$ cat config.mk
export PLATFORM = sky130hd
export DESIGN_NAME = internet_checksum_stream_top_flat
export DESIGN_NICKNAME = d
export VERILOG_FILES = /design/src/rtl/ics_pkg.sv /design/src/rtl/ics_req_if.sv /design/src/rtl/ics_rsp_if.sv /design/src/rtl/ics_core.sv /design/src/rtl/internet_checksum_stream_top.sv /design/src/flat_wrapper.sv
export SDC_FILE = /design/constraint.sdc
export NUM_CORES = 1
export LEC_CHECK = 0
export BUFFER_PORTS_ARGS = -buffer_cell sky130_fd_sc_hd__buf_2
export CORE_MARGIN = 4
export CORE_UTILIZATION = 40
export CTS_CLUSTER_SIZE = 30
export DETAILED_ROUTE_END_ITERATION = 12
export PLACE_DENSITY_LB_ADDON = 0.1
export SYNTH_ARGS = -nofsm -noshare
export SYNTH_HDL_FRONTEND = slang
export SYNTH_SLANG_ARGS = --single-unit
$ cat constraint.sdc
create_clock -name i_clk -period 9.5 [get_ports i_clk]
set_input_delay 0.475 -clock i_clk [delete_from_list [all_inputs] [get_ports i_clk]]
set_output_delay 0.475 -clock i_clk [all_outputs]
set_load 0.02 [all_outputs]
$ cat src/rtl/ics_pkg.sv
// ============================================================================
// ics_pkg
// Shared types and constants for the streaming Internet checksum block.
// ============================================================================
package ics_pkg;

    typedef struct packed {
        logic [7:0] data_byte;
        logic       last_byte;
    } t_req;

    localparam logic [1:0] C_MODE_IP  = 2'd0;
    localparam logic [1:0] C_MODE_UDP = 2'd1;
    localparam logic [1:0] C_MODE_TCP = 2'd2;

    localparam logic [15:0] C_PROTO_UDP         = 16'd17;
    localparam logic [15:0] C_PROTO_TCP         = 16'd6;
    localparam logic [15:0] C_PSEUDO_ADDR_BYTES = 16'd8;

endpackage

$ cat src/rtl/ics_req_if.sv
// ============================================================================
// ics_req_if
// Byte request channel: valid/ready handshake with one byte and a last mark.
// ============================================================================
interface ics_req_if;
    logic       valid;
    logic       ready;
    logic [7:0] data_byte;
    logic       last_byte;

    modport source (output valid, output data_byte, output last_byte, input ready);
    modport sink   (input valid, input data_byte, input last_byte, output ready);
endinterface

$ cat src/rtl/ics_rsp_if.sv
// ============================================================================
// ics_rsp_if
// Checksum result channel: valid/ready handshake with a 16-bit checksum.
// ============================================================================
interface ics_rsp_if;
    logic        valid;
    logic        ready;
    logic [15:0] checksum_value;

    modport source (output valid, output checksum_value, input ready);
    modport sink   (input valid, input checksum_value, output ready);
endinterface

$ cat src/rtl/ics_core.sv
// ============================================================================
// ics_core
// Running one's complement sum over byte pairs, byte count, and the final
// folded and complemented checksum with optional pseudo-header terms.
// ============================================================================
module ics_core (
    input  logic          i_clk,
    input  logic          i_rst_n,
    input  logic          i_step,
    input  ics_pkg::t_req i_req,
    input  logic [1:0]    i_mode,
    output logic [15:0]   o_checksum
);

    logic [15:0] r_running_sum;
    logic [15:0] r_byte_count;
    logic [7:0]  r_held_high;
    logic        r_odd;

    logic [15:0] n_running_sum;
    logic [15:0] n_byte_count;
    logic [7:0]  n_held_high;
    logic        n_odd;

    logic [15:0] count_inc;
    logic [15:0] word;
    logic [16:0] pair_sum;
    logic [15:0] pair_fold;
    logic [15:0] proto_term;
    logic [15:0] len_term;
    logic        pseudo_en;
    logic [17:0] final_sum;
    logic [16:0] fold1;
    logic [15:0] fold2;

    assign count_inc = r_byte_count + 16'd1;
    assign word      = r_odd ? {r_held_high, i_req.data_byte} : {i_req.data_byte, 8'h00};
    assign pair_sum  = {1'b0, r_running_sum} + {1'b0, word};
    assign pair_fold = pair_sum[15:0] + {15'd0, pair_sum[16]};

    always_comb begin
        case (i_mode)
            ics_pkg::C_MODE_IP: begin
                proto_term = 16'd0;
                pseudo_en  = 1'b0;
            end
            ics_pkg::C_MODE_UDP: begin
                proto_term = ics_pkg::C_PROTO_UDP;
                pseudo_en  = 1'b1;
            end
            ics_pkg::C_MODE_TCP: begin
                proto_term = ics_pkg::C_PROTO_TCP;
                pseudo_en  = 1'b1;
            end
            default: begin
                proto_term = 16'd0;
                pseudo_en  = 1'b0;
            end
        endcase
    end

    assign len_term  = pseudo_en ? (count_inc - ics_pkg::C_PSEUDO_ADDR_BYTES) : 16'd0;
    assign final_sum = {2'b00, r_running_sum} + {2'b00, word}
                     + {2'b00, proto_term} + {2'b00, len_term};
    assign fold1      = {1'b0, final_sum[15:0]} + {15'd0, final_sum[17:16]};
    assign fold2      = fold1[15:0] + {15'd0, fold1[16]};
    assign o_checksum = ~fold2;

    always_comb begin
        n_running_sum = r_running_sum;
        n_byte_count  = r_byte_count;
        n_held_high   = r_held_high;
        n_odd         = r_odd;
        if (i_step) begin
            if (i_req.last_byte) begin
                n_running_sum = 16'd0;
                n_byte_count  = 16'd0;
                n_held_high   = 8'd0;
                n_odd         = 1'b0;
            end else begin
                n_byte_count = count_inc;
                if (r_odd) begin
                    n_running_sum = pair_fold;
                    n_odd         = 1'b0;
                end else begin
                    n_held_high = i_req.data_byte;
                    n_odd       = 1'b1;
                end
            end
        end
    end

    always_ff @(posedge i_clk) begin
        if (!i_rst_n) begin
            r_running_sum <= 16'd0;
            r_byte_count  <= 16'd0;
            r_held_high   <= 8'd0;
            r_odd         <= 1'b0;
        end else begin
            r_running_sum <= n_running_sum;
            r_byte_count  <= n_byte_count;
            r_held_high   <= n_held_high;
            r_odd         <= n_odd;
        end
    end

endmodule

$ cat src/rtl/internet_checksum_stream_top.sv
// ============================================================================
// internet_checksum_stream_top
// Streaming Internet checksum over a byte region with a last-byte mark.
// ============================================================================
// Takes one byte per cycle with no gaps of its own. A byte sits in the input
// register and is folded into the running 16-bit one's complement sum at the
// next clock edge. On the last byte the complemented checksum lands in the
// result register at that same edge. A last byte holds in the input register
// only while the previous checksum is still waiting to be read. Checksum mode 1
// (UDP) or 2 (TCP) adds the protocol number and the byte count minus 8, for a
// region that starts at the IP source address; modes 0 and 3 add nothing.
// Write the mode only while no region is in flight.
// ============================================================================
module internet_checksum_stream_top (
    input  logic       i_clk,
    input  logic       i_rst_n,
    input  logic       i_cfg_we,
    input  logic [1:0] i_cfg_data,
    ics_req_if.sink    i_req,
    ics_rsp_if.source  o_rsp
);

    logic          r_mode;
    logic [1:0]    r_mode_val;
    logic          r_in_valid;
    ics_pkg::t_req r_in;
    logic          r_out_valid;
    logic [15:0]   r_out_sum;

    logic          out_free;
    logic          core_step;
    logic          in_take;
    logic [15:0]   core_checksum;

    assign out_free    = !r_out_valid || o_rsp.ready;
    assign core_step   = r_in_valid && (!r_in.last_byte || out_free);
    assign in_take     = i_req.valid && i_req.ready;
    assign i_req.ready = !r_in_valid || core_step;

    assign o_rsp.valid          = r_out_valid;
    assign o_rsp.checksum_value = r_out_sum;

    always_ff @(posedge i_clk) begin
        if (!i_rst_n) begin
            r_mode     <= 1'b0;
            r_mode_val <= ics_pkg::C_MODE_IP;
        end else if (i_cfg_we) begin
            r_mode     <= 1'b1;
            r_mode_val <= i_cfg_data;
        end
    end

    always_ff @(posedge i_clk) begin
        if (!i_rst_n) begin
            r_in_valid <= 1'b0;
        end else if (i_req.ready) begin
            r_in_valid <= i_req.valid;
        end
    end

    always_ff @(posedge i_clk) begin
        if (in_take) begin
            r_in.data_byte <= i_req.data_byte;
            r_in.last_byte <= i_req.last_byte;
        end
    end

    ics_core u_core (
        .i_clk      (i_clk),
        .i_rst_n    (i_rst_n),
        .i_step     (core_step),
        .i_req      (r_in),
        .i_mode     (r_mode_val),
        .o_checksum (core_checksum)
    );

    always_ff @(posedge i_clk) begin
        if (!i_rst_n) begin
            r_out_valid <= 1'b0;
        end else if (core_step && r_in.last_byte) begin
            r_out_valid <= 1'b1;
        end else if (o_rsp.ready) begin
            r_out_valid <= 1'b0;
        end
    end

    always_ff @(posedge i_clk) begin
        if (core_step && r_in.last_byte) begin
            r_out_sum <= core_checksum;
        end
    end

    a_result_from_last: assert property (@(posedge i_clk) disable iff (!i_rst_n)
        $rose(r_out_valid) |-> $past(r_in_valid && r_in.last_byte))
        else $error("result appeared without a last byte");

    a_in_hold: assert property (@(posedge i_clk) disable iff (!i_rst_n)
        (r_in_valid && !core_step) |=> (r_in_valid && $stable(r_in)))
        else $error("pending request lost or overwritten");

    a_no_result_overrun: assert property (@(posedge i_clk) disable iff (!i_rst_n)
        (core_step && r_in.last_byte) |-> (!r_out_valid || o_rsp.ready))
        else $error("result register overwritten while full");

    a_mode_range: assert property (@(posedge i_clk) disable iff (!i_rst_n)
        !r_mode |-> (r_mode_val == ics_pkg::C_MODE_IP))
        else $error("mode changed without a configuration write");

endmodule

$ cat src/flat_wrapper.sv
// flat-port wrapper written by rule: the top's interface ports become plain ports
module internet_checksum_stream_top_flat 
  (i_clk, i_rst_n, i_cfg_we, i_cfg_data, i_req_valid, i_req_data_byte, i_req_last_byte, i_req_ready, o_rsp_valid, o_rsp_checksum_value, o_rsp_ready);
  ics_req_if i_req_i ();
  ics_rsp_if o_rsp_i ();
  input  logic i_clk;
  input  logic i_rst_n;
  input  logic i_cfg_we;
  input  logic [1:0] i_cfg_data;
  input wire logic [$bits(i_req_i.valid)-1:0] i_req_valid;
  input wire logic [$bits(i_req_i.data_byte)-1:0] i_req_data_byte;
  input wire logic [$bits(i_req_i.last_byte)-1:0] i_req_last_byte;
  output wire logic [$bits(i_req_i.ready)-1:0] i_req_ready;
  output wire logic [$bits(o_rsp_i.valid)-1:0] o_rsp_valid;
  output wire logic [$bits(o_rsp_i.checksum_value)-1:0] o_rsp_checksum_value;
  input wire logic [$bits(o_rsp_i.ready)-1:0] o_rsp_ready;
  assign i_req_i.valid = i_req_valid;
  assign i_req_i.data_byte = i_req_data_byte;
  assign i_req_i.last_byte = i_req_last_byte;
  assign i_req_ready = i_req_i.ready;
  assign o_rsp_valid = o_rsp_i.valid;
  assign o_rsp_checksum_value = o_rsp_i.checksum_value;
  assign o_rsp_i.ready = o_rsp_ready;
  internet_checksum_stream_top u_core (.i_clk(i_clk), .i_rst_n(i_rst_n), .i_cfg_we(i_cfg_we), .i_cfg_data(i_cfg_data), .i_req(i_req_i), .o_rsp(o_rsp_i));
endmodule
=== Word-level counts from Yosys, hierarchy flattened ===
Index checks and enable logic that the tools add are counted.

* Register bits after elaboration: 70
* Bits of input ports: 16
* Output and inout bits: 18
* Word-level logic and storage cells: 50

* Bitwise gates (word level): 1
* Add/sub/neg operators: 9
* Multiplexer cells: 13
* Reductions and logical operators: 14
* Eq/ne operators: 3

{| class="wikitable"
|+ Operators by type and width
! operator !! count
|-
| 16-bit 2-to-1 mux || 5
|-
| 16-bit by 16-bit adder with 17-bit output || 2
|-
| 16-bit by 1-bit adder with 16-bit output || 2
|-
| 17-bit by 16-bit adder with 18-bit output || 1
|-
| 18-bit by 16-bit adder with 18-bit output || 1
|-
| 16-bit by 2-bit adder with 17-bit output || 1
|-
| 16-bit by 1-bit adder with 16-bit output, second input constant || 1
|-
| 8-bit 2-to-1 mux || 2
|-
| 16-bit inverter || 1
|-
| 16-bit by 4-bit subtractor with 16-bit output, second input constant || 1
|-
| 5-bit one-hot mux with 2 select lines || 1
|-
| 1-bit 2-to-1 mux || 5
|-
| 2-bit AND reduction || 2
|-
| 2-bit nonzero test || 2
|-
| 1-bit logical AND || 3
|-
| 1-bit logical NOT || 3
|-
| 1-bit logical OR || 3
|-
| 2-bit by 1-bit == test with 1-bit output, second input constant || 1
|-
| 2-bit == test, second input constant || 1
|-
| 2-bit by 1-bit != test with 1-bit output, second input constant || 1
|-
| 2-bit OR reduction || 1
|}

=== Longest topological paths before layout ===
* Depth in word-level cells: 8
* Gate-level depth with buffers: 35
* Mapped depth without buffers: 34

=== Hierarchy ===
From an unflattened synthesis, not the netlist that was laid out.

* Cell total of the unflattened synthesis: 683
* Area total of the unflattened synthesis: 6,248.5 um^2

{| class="wikitable"
|+ Modules (own cells, without submodules)
! module !! cells an instance !! instances !! area each (um^2) !! seq. area each (um^2)
|-
| ics_core || 640 || 1 || 5,307.6 || 820.8
|-
| internet_checksum_stream_top || 43 || 1 || 940.9 || 830.8
|}

=== Worst setup path before layout ===
Ideal clock, no wire load.

* Path kind: register -> register
* From: reg u_core.u_core.r_byte_count[0]
* To: reg u_core.r_out_sum[12] (netlist: u_core.o_rsp.checksum_value[12]) (data pin)
* Stages on the path, launching flop included: 34
* Data required time: 9.330 ns
* Setup slack: 1.765 ns
* Arrival time: 7.565 ns
* Path buffers: 1
* Setup time: 0.170 ns
* Period minus slack after synthesis: 7.735 ns
* Path through: dfxtp_1 > ha_1 > nand2_1 > nor3_1 > nand3_1 > xor2_1 > nand2_1 > o21a_1 > or3_1 > fa_1 > inv_1 > ha_1 > ha_1 > nand4_1 > o32a_1 > a21oi_1 > a21oi_1 > o21ai_0 > a21o_1 > a21o_1 > fa_1 > o2111ai_1 > nor4_2 > and3_1 > nand2b_1 > nor4_1 > ha_1 > nand3_1 > or3_1 > nor2_1 > nand4bb_4 > or2_0 > buf_6 > a311oi_2

* Longest elaborated chain between the ends: 7

{| class="wikitable"
|+ RTL lines
! item !! line !! RTL
|-
| from (decl) || ics_core.sv:16 || <nowiki>logic [15:0] r_byte_count;</nowiki>
|-
| from (signal assigned) || ics_core.sv:101 || <nowiki>r_byte_count <= n_byte_count;</nowiki>
|-
| 16-bit by 1-bit adder with 16-bit output || ics_core.sv:36 || <nowiki>assign count_inc = r_byte_count + 16'd1;</nowiki>
|-
| 16-bit by 4-bit subtractor with 16-bit output || ics_core.sv:62 || <nowiki>assign len_term = pseudo_en ? (count_inc - ics_pkg::C_PSEUDO_ADDR_BYTES) : 16'd0;</nowiki>
|-
| 16-bit 2-to-1 mux || ics_core.sv:62 ||
|-
| 18-bit by 16-bit adder with 18-bit output || ics_core.sv:64 || <nowiki>+ {2'b00, proto_term} + {2'b00, len_term};</nowiki>
|-
| 16-bit by 2-bit adder with 17-bit output || ics_core.sv:65 || <nowiki>assign fold1 = {1'b0, final_sum[15:0]} + {15'd0, final_sum[17:16]};</nowiki>
|-
| 16-bit by 1-bit adder with 16-bit output || ics_core.sv:66 || <nowiki>assign fold2 = fold1[15:0] + {15'd0, fold1[16]};</nowiki>
|-
| 16-bit inverter || ics_core.sv:67 || <nowiki>assign o_checksum = ~fold2;</nowiki>
|-
| named net u_core.core_checksum[12] || internet_checksum_stream_top.sv:33 || <nowiki>logic [15:0] core_checksum;</nowiki>
|-
| to (signal assigned) || internet_checksum_stream_top.sv:89 || <nowiki>r_out_sum <= core_checksum;</nowiki>
|-
| to (decl) || internet_checksum_stream_top.sv:28 || <nowiki>logic [15:0] r_out_sum;</nowiki>
|}

The timed path passes the listed nets, and every way through them passes these cells.
A chain may end at the register's enable or synchronous reset.

=== Worst setup path after layout ===
Same ends and word-level chain as after synthesis.

==> metrics <==
mean area per synthesized cell=approximately 8.6 um^2; H-tree depth=3; Buffers & Inverters on Critical Path=3; family with the most delay on the worst path=simple AND/OR/NAND/NOR gates; combinational share of power=31.7%; Sw Ratio=roughly a third; Mapped Cells=776; cts hold-fix bufs=0; vias per cell=between 5 and 6; unique cell type count in the Yosys netlist=73; Post-synth EDFFs=25; vias in the first global route=5505; Initial Util=41.3%; Post-synth top cells=55 x ha_1, 55 x inv_1, 52 x nor2_1, 51 x nand2_1, 45 x dfxtp_1; Hold Violations, Final=0; clock sink total=70; Main synth FF type=dfxtp_1; RSZ-0062 raised after global routing=false; layout cells sized above 1=under 10%; asr flop ratio synth=0%; f_max=roughly 120 MHz; Die Wd=around 140 um; CP max stage delay=approximately 0.58 ns; CTS Buffer Depth=2; sequential share of the synthesized area=about a quarter; Ys Warns=0; Final #Nets=just under 900; dpl hpwl=between 10 and 15 mm; area fraction of the dominant cell type after synthesis=13.5%; Via Count=~5.7k; worst vdd rail ir drop=83.2 uV; hold crit path type=in2reg; Finish-stage setup viols=0; CP Data Required Time=9.67 ns; post-CTS sizing=0; root buf cell=clkbuf_16; core box area=0.0161 mm^2; routed wire length per instance=16.5 um; first-pass GRT wire length=27.8 mm; NetSw=about 0.00034 W; period utilization=roughly nine tenths; Overall Global Routing Usage=18.8%; most used cell, CP=ha_1; Clk pin slew, worst setup/hold paths=around 0.06 ns; largest cells by area after synthesis=dfxtp_1 14%, edfxtp_1 11%, ha_1 10%; DRT iter0 DRCs=296; Leak=approximately 3.1 nW; antenna-violating nets left=0; Die H=~140 um; Hold Slack=0.305 ns; Worst Tran Pin Value=0.857 ns; FP Rows=between 40 and 50; CP max stage cell=nor3_1; Period minus WS final=8.67 ns; flops & latches, synth=70; Boundary Pins=34; total grt overflow=0; final setup TNS=0 ns; Remaining DRCs=0; Final Util=45.5%; Syn-to-layout area delta=10.0%; WL final=16.9 mm; Max-Cap Viols=0; status=complete, no violations; PortBufs=33; CTS tree=built; kind of critical path=reg2reg; TritonCTS buffer count=9; Pint=just under 0.0007 W; clock share of power=between 30% and 40%; CP Max Fanout=9; CP Data Arrival Time=slightly below 9 ns; skew final=just over 0.008 ns; net count of the mapped netlist=roughly 870; fill cell count=approximately 1.6k; Synth Cell Area=0.00666 mm^2; Slew HR=between 40% and 50%; largest area contributor in the netlist=dfxtp_1; Diodes inserted=0; Skew-Pair Late Insertion Delay=between 0.3 and 0.4 ns; Placer Congestion=approximately 0.88; router iterations before antenna repair=7; CP Capture Type=flip-flop; Die Footprint=~0.019 mm^2; Max Slew Vio Count=0; Critical Path Start Type=flip-flop; pwr dens=about 140 mW/mm^2; Sequential Power Share=around a third; initial antenna violation count=0; setup bufs post-CTS=0; largest net degree at the start of global routing=48
-- sequential cells by signal, summed over array words and instances (netlist names) --
name / cells
u_core.o_rsp.checksum_value: 16
u_core.u_core.r_odd: 1
u_core.o_rsp.valid: 1
u_core.u_core.r_held_high: 8
u_core.r_in: 9
u_core.u_core.r_byte_count: 16
u_core.r_mode_val: 2
u_core.r_in_valid: 1
u_core.u_core.r_running_sum: 16
-- stage by stage --
| stage | worst slack, ns | instances | total power, W | instance area [um^2] |
|---|---|---|---|---|
| final | 0.832 | 1020 | 0.00102 | 7330 |
| after global routing | 0.185 | 1020 | 0.00108 | 7330 |
| after CTS | 0.840 | 1020 | 0.00103 | 7330 |
| after detailed placement | 0.898 | 1004 | 0.000659 | 7010 |
| after global placement | 1.19 | 1004 | 0.000658 | 7010 |
| after floorplan | 1.77 | 776 | 0.000585 | 6660 |
-- power by group through the flow --
stage / clock, W / sequential (W) / combinational (W)
after CTS: 0.000375 / 0.000333 / 0.000323
after detailed placement: 0 / 0.000339 / 0.000319
after global routing: 0.000387 / 0.000334 / 0.000364
after floorplan: 0 / 0.000342 / 0.000243
after global placement: 0 / 0.000339 / 0.000319
final: 0.000367 / 0.000333 / 0.000325
-- path summary, 6_finish.rpt --
check / start / to / slack (ns) / cells after the start
min: i_req_data_byte[1] / u_core.r_in[2] / 0.31 / 1
max: u_core.u_core.r_byte_count[0] / u_core.o_rsp.checksum_value[12] / 0.83 / 34
max reg2reg: u_core.u_core.r_byte_count[0] / u_core.o_rsp.checksum_value[12] / 0.83 / 34
min reg2reg: u_core.u_core.r_running_sum[14] / u_core.u_core.r_running_sum[14] / 0.51 / 2
-- placed cells by master, fill, tap and decap left out, drive strengths merged, types with 11 or more instances in the layout --
master   n
a22oi   23
a21oi   31
o21ai   33
nor2b   36
a21o    13
nand4   14
mux2i   11
dfxtp   45
and3    17
inv     55
nand3   34
xor2    28
edfxtp  25
nand2   51
ha      55
buf     36
xnor2   35
fa      22
nor3    16
nand2b  13
nor2    52
and2    20
-- logic make-up (layout without fill, tap and decap cells) --
kind of cell | Yosys count | count (layout) | synth area share [%]
AO/OA/AOI/OAI | 181 | 181 | 19.5
adder cells (fa/ha/maj) | 77 | 77 | 16.9
flip-flops | 70 | 70 | 24.8
multiplexers | 13 | 13 | 1.99
AND/OR/NAND/NOR | 292 | 292 | 23.4
XOR/XNOR | 64 | 64 | 8.62
buffers and inverters | 79 | 107 | 4.68
-- per-layer routing --
metal,vias up,global-route usage [%],part of all wire (%)
met1,2717,24.8,47
li1,2865,-,-
met5,-,0,0
met2,132,32.0,48
met4,0,5.43,1.6
met3,16,2.43,3.4
-- area by class of cell --
cell class                      instances  area [um^2]  area share [%]
Multi-Input combinational cell        627         4700            64.1
Sequential cell                        70         1650            22.5
Tap cell                              216          270            3.69
Clock buffer                           10          229            3.13
Inverter                               55          206            2.82
Timing Repair Buffer                   36          188            2.56
Clock inverter                          6         86.3            1.18
No activity file was read; power rests on OpenSTA's default activity.
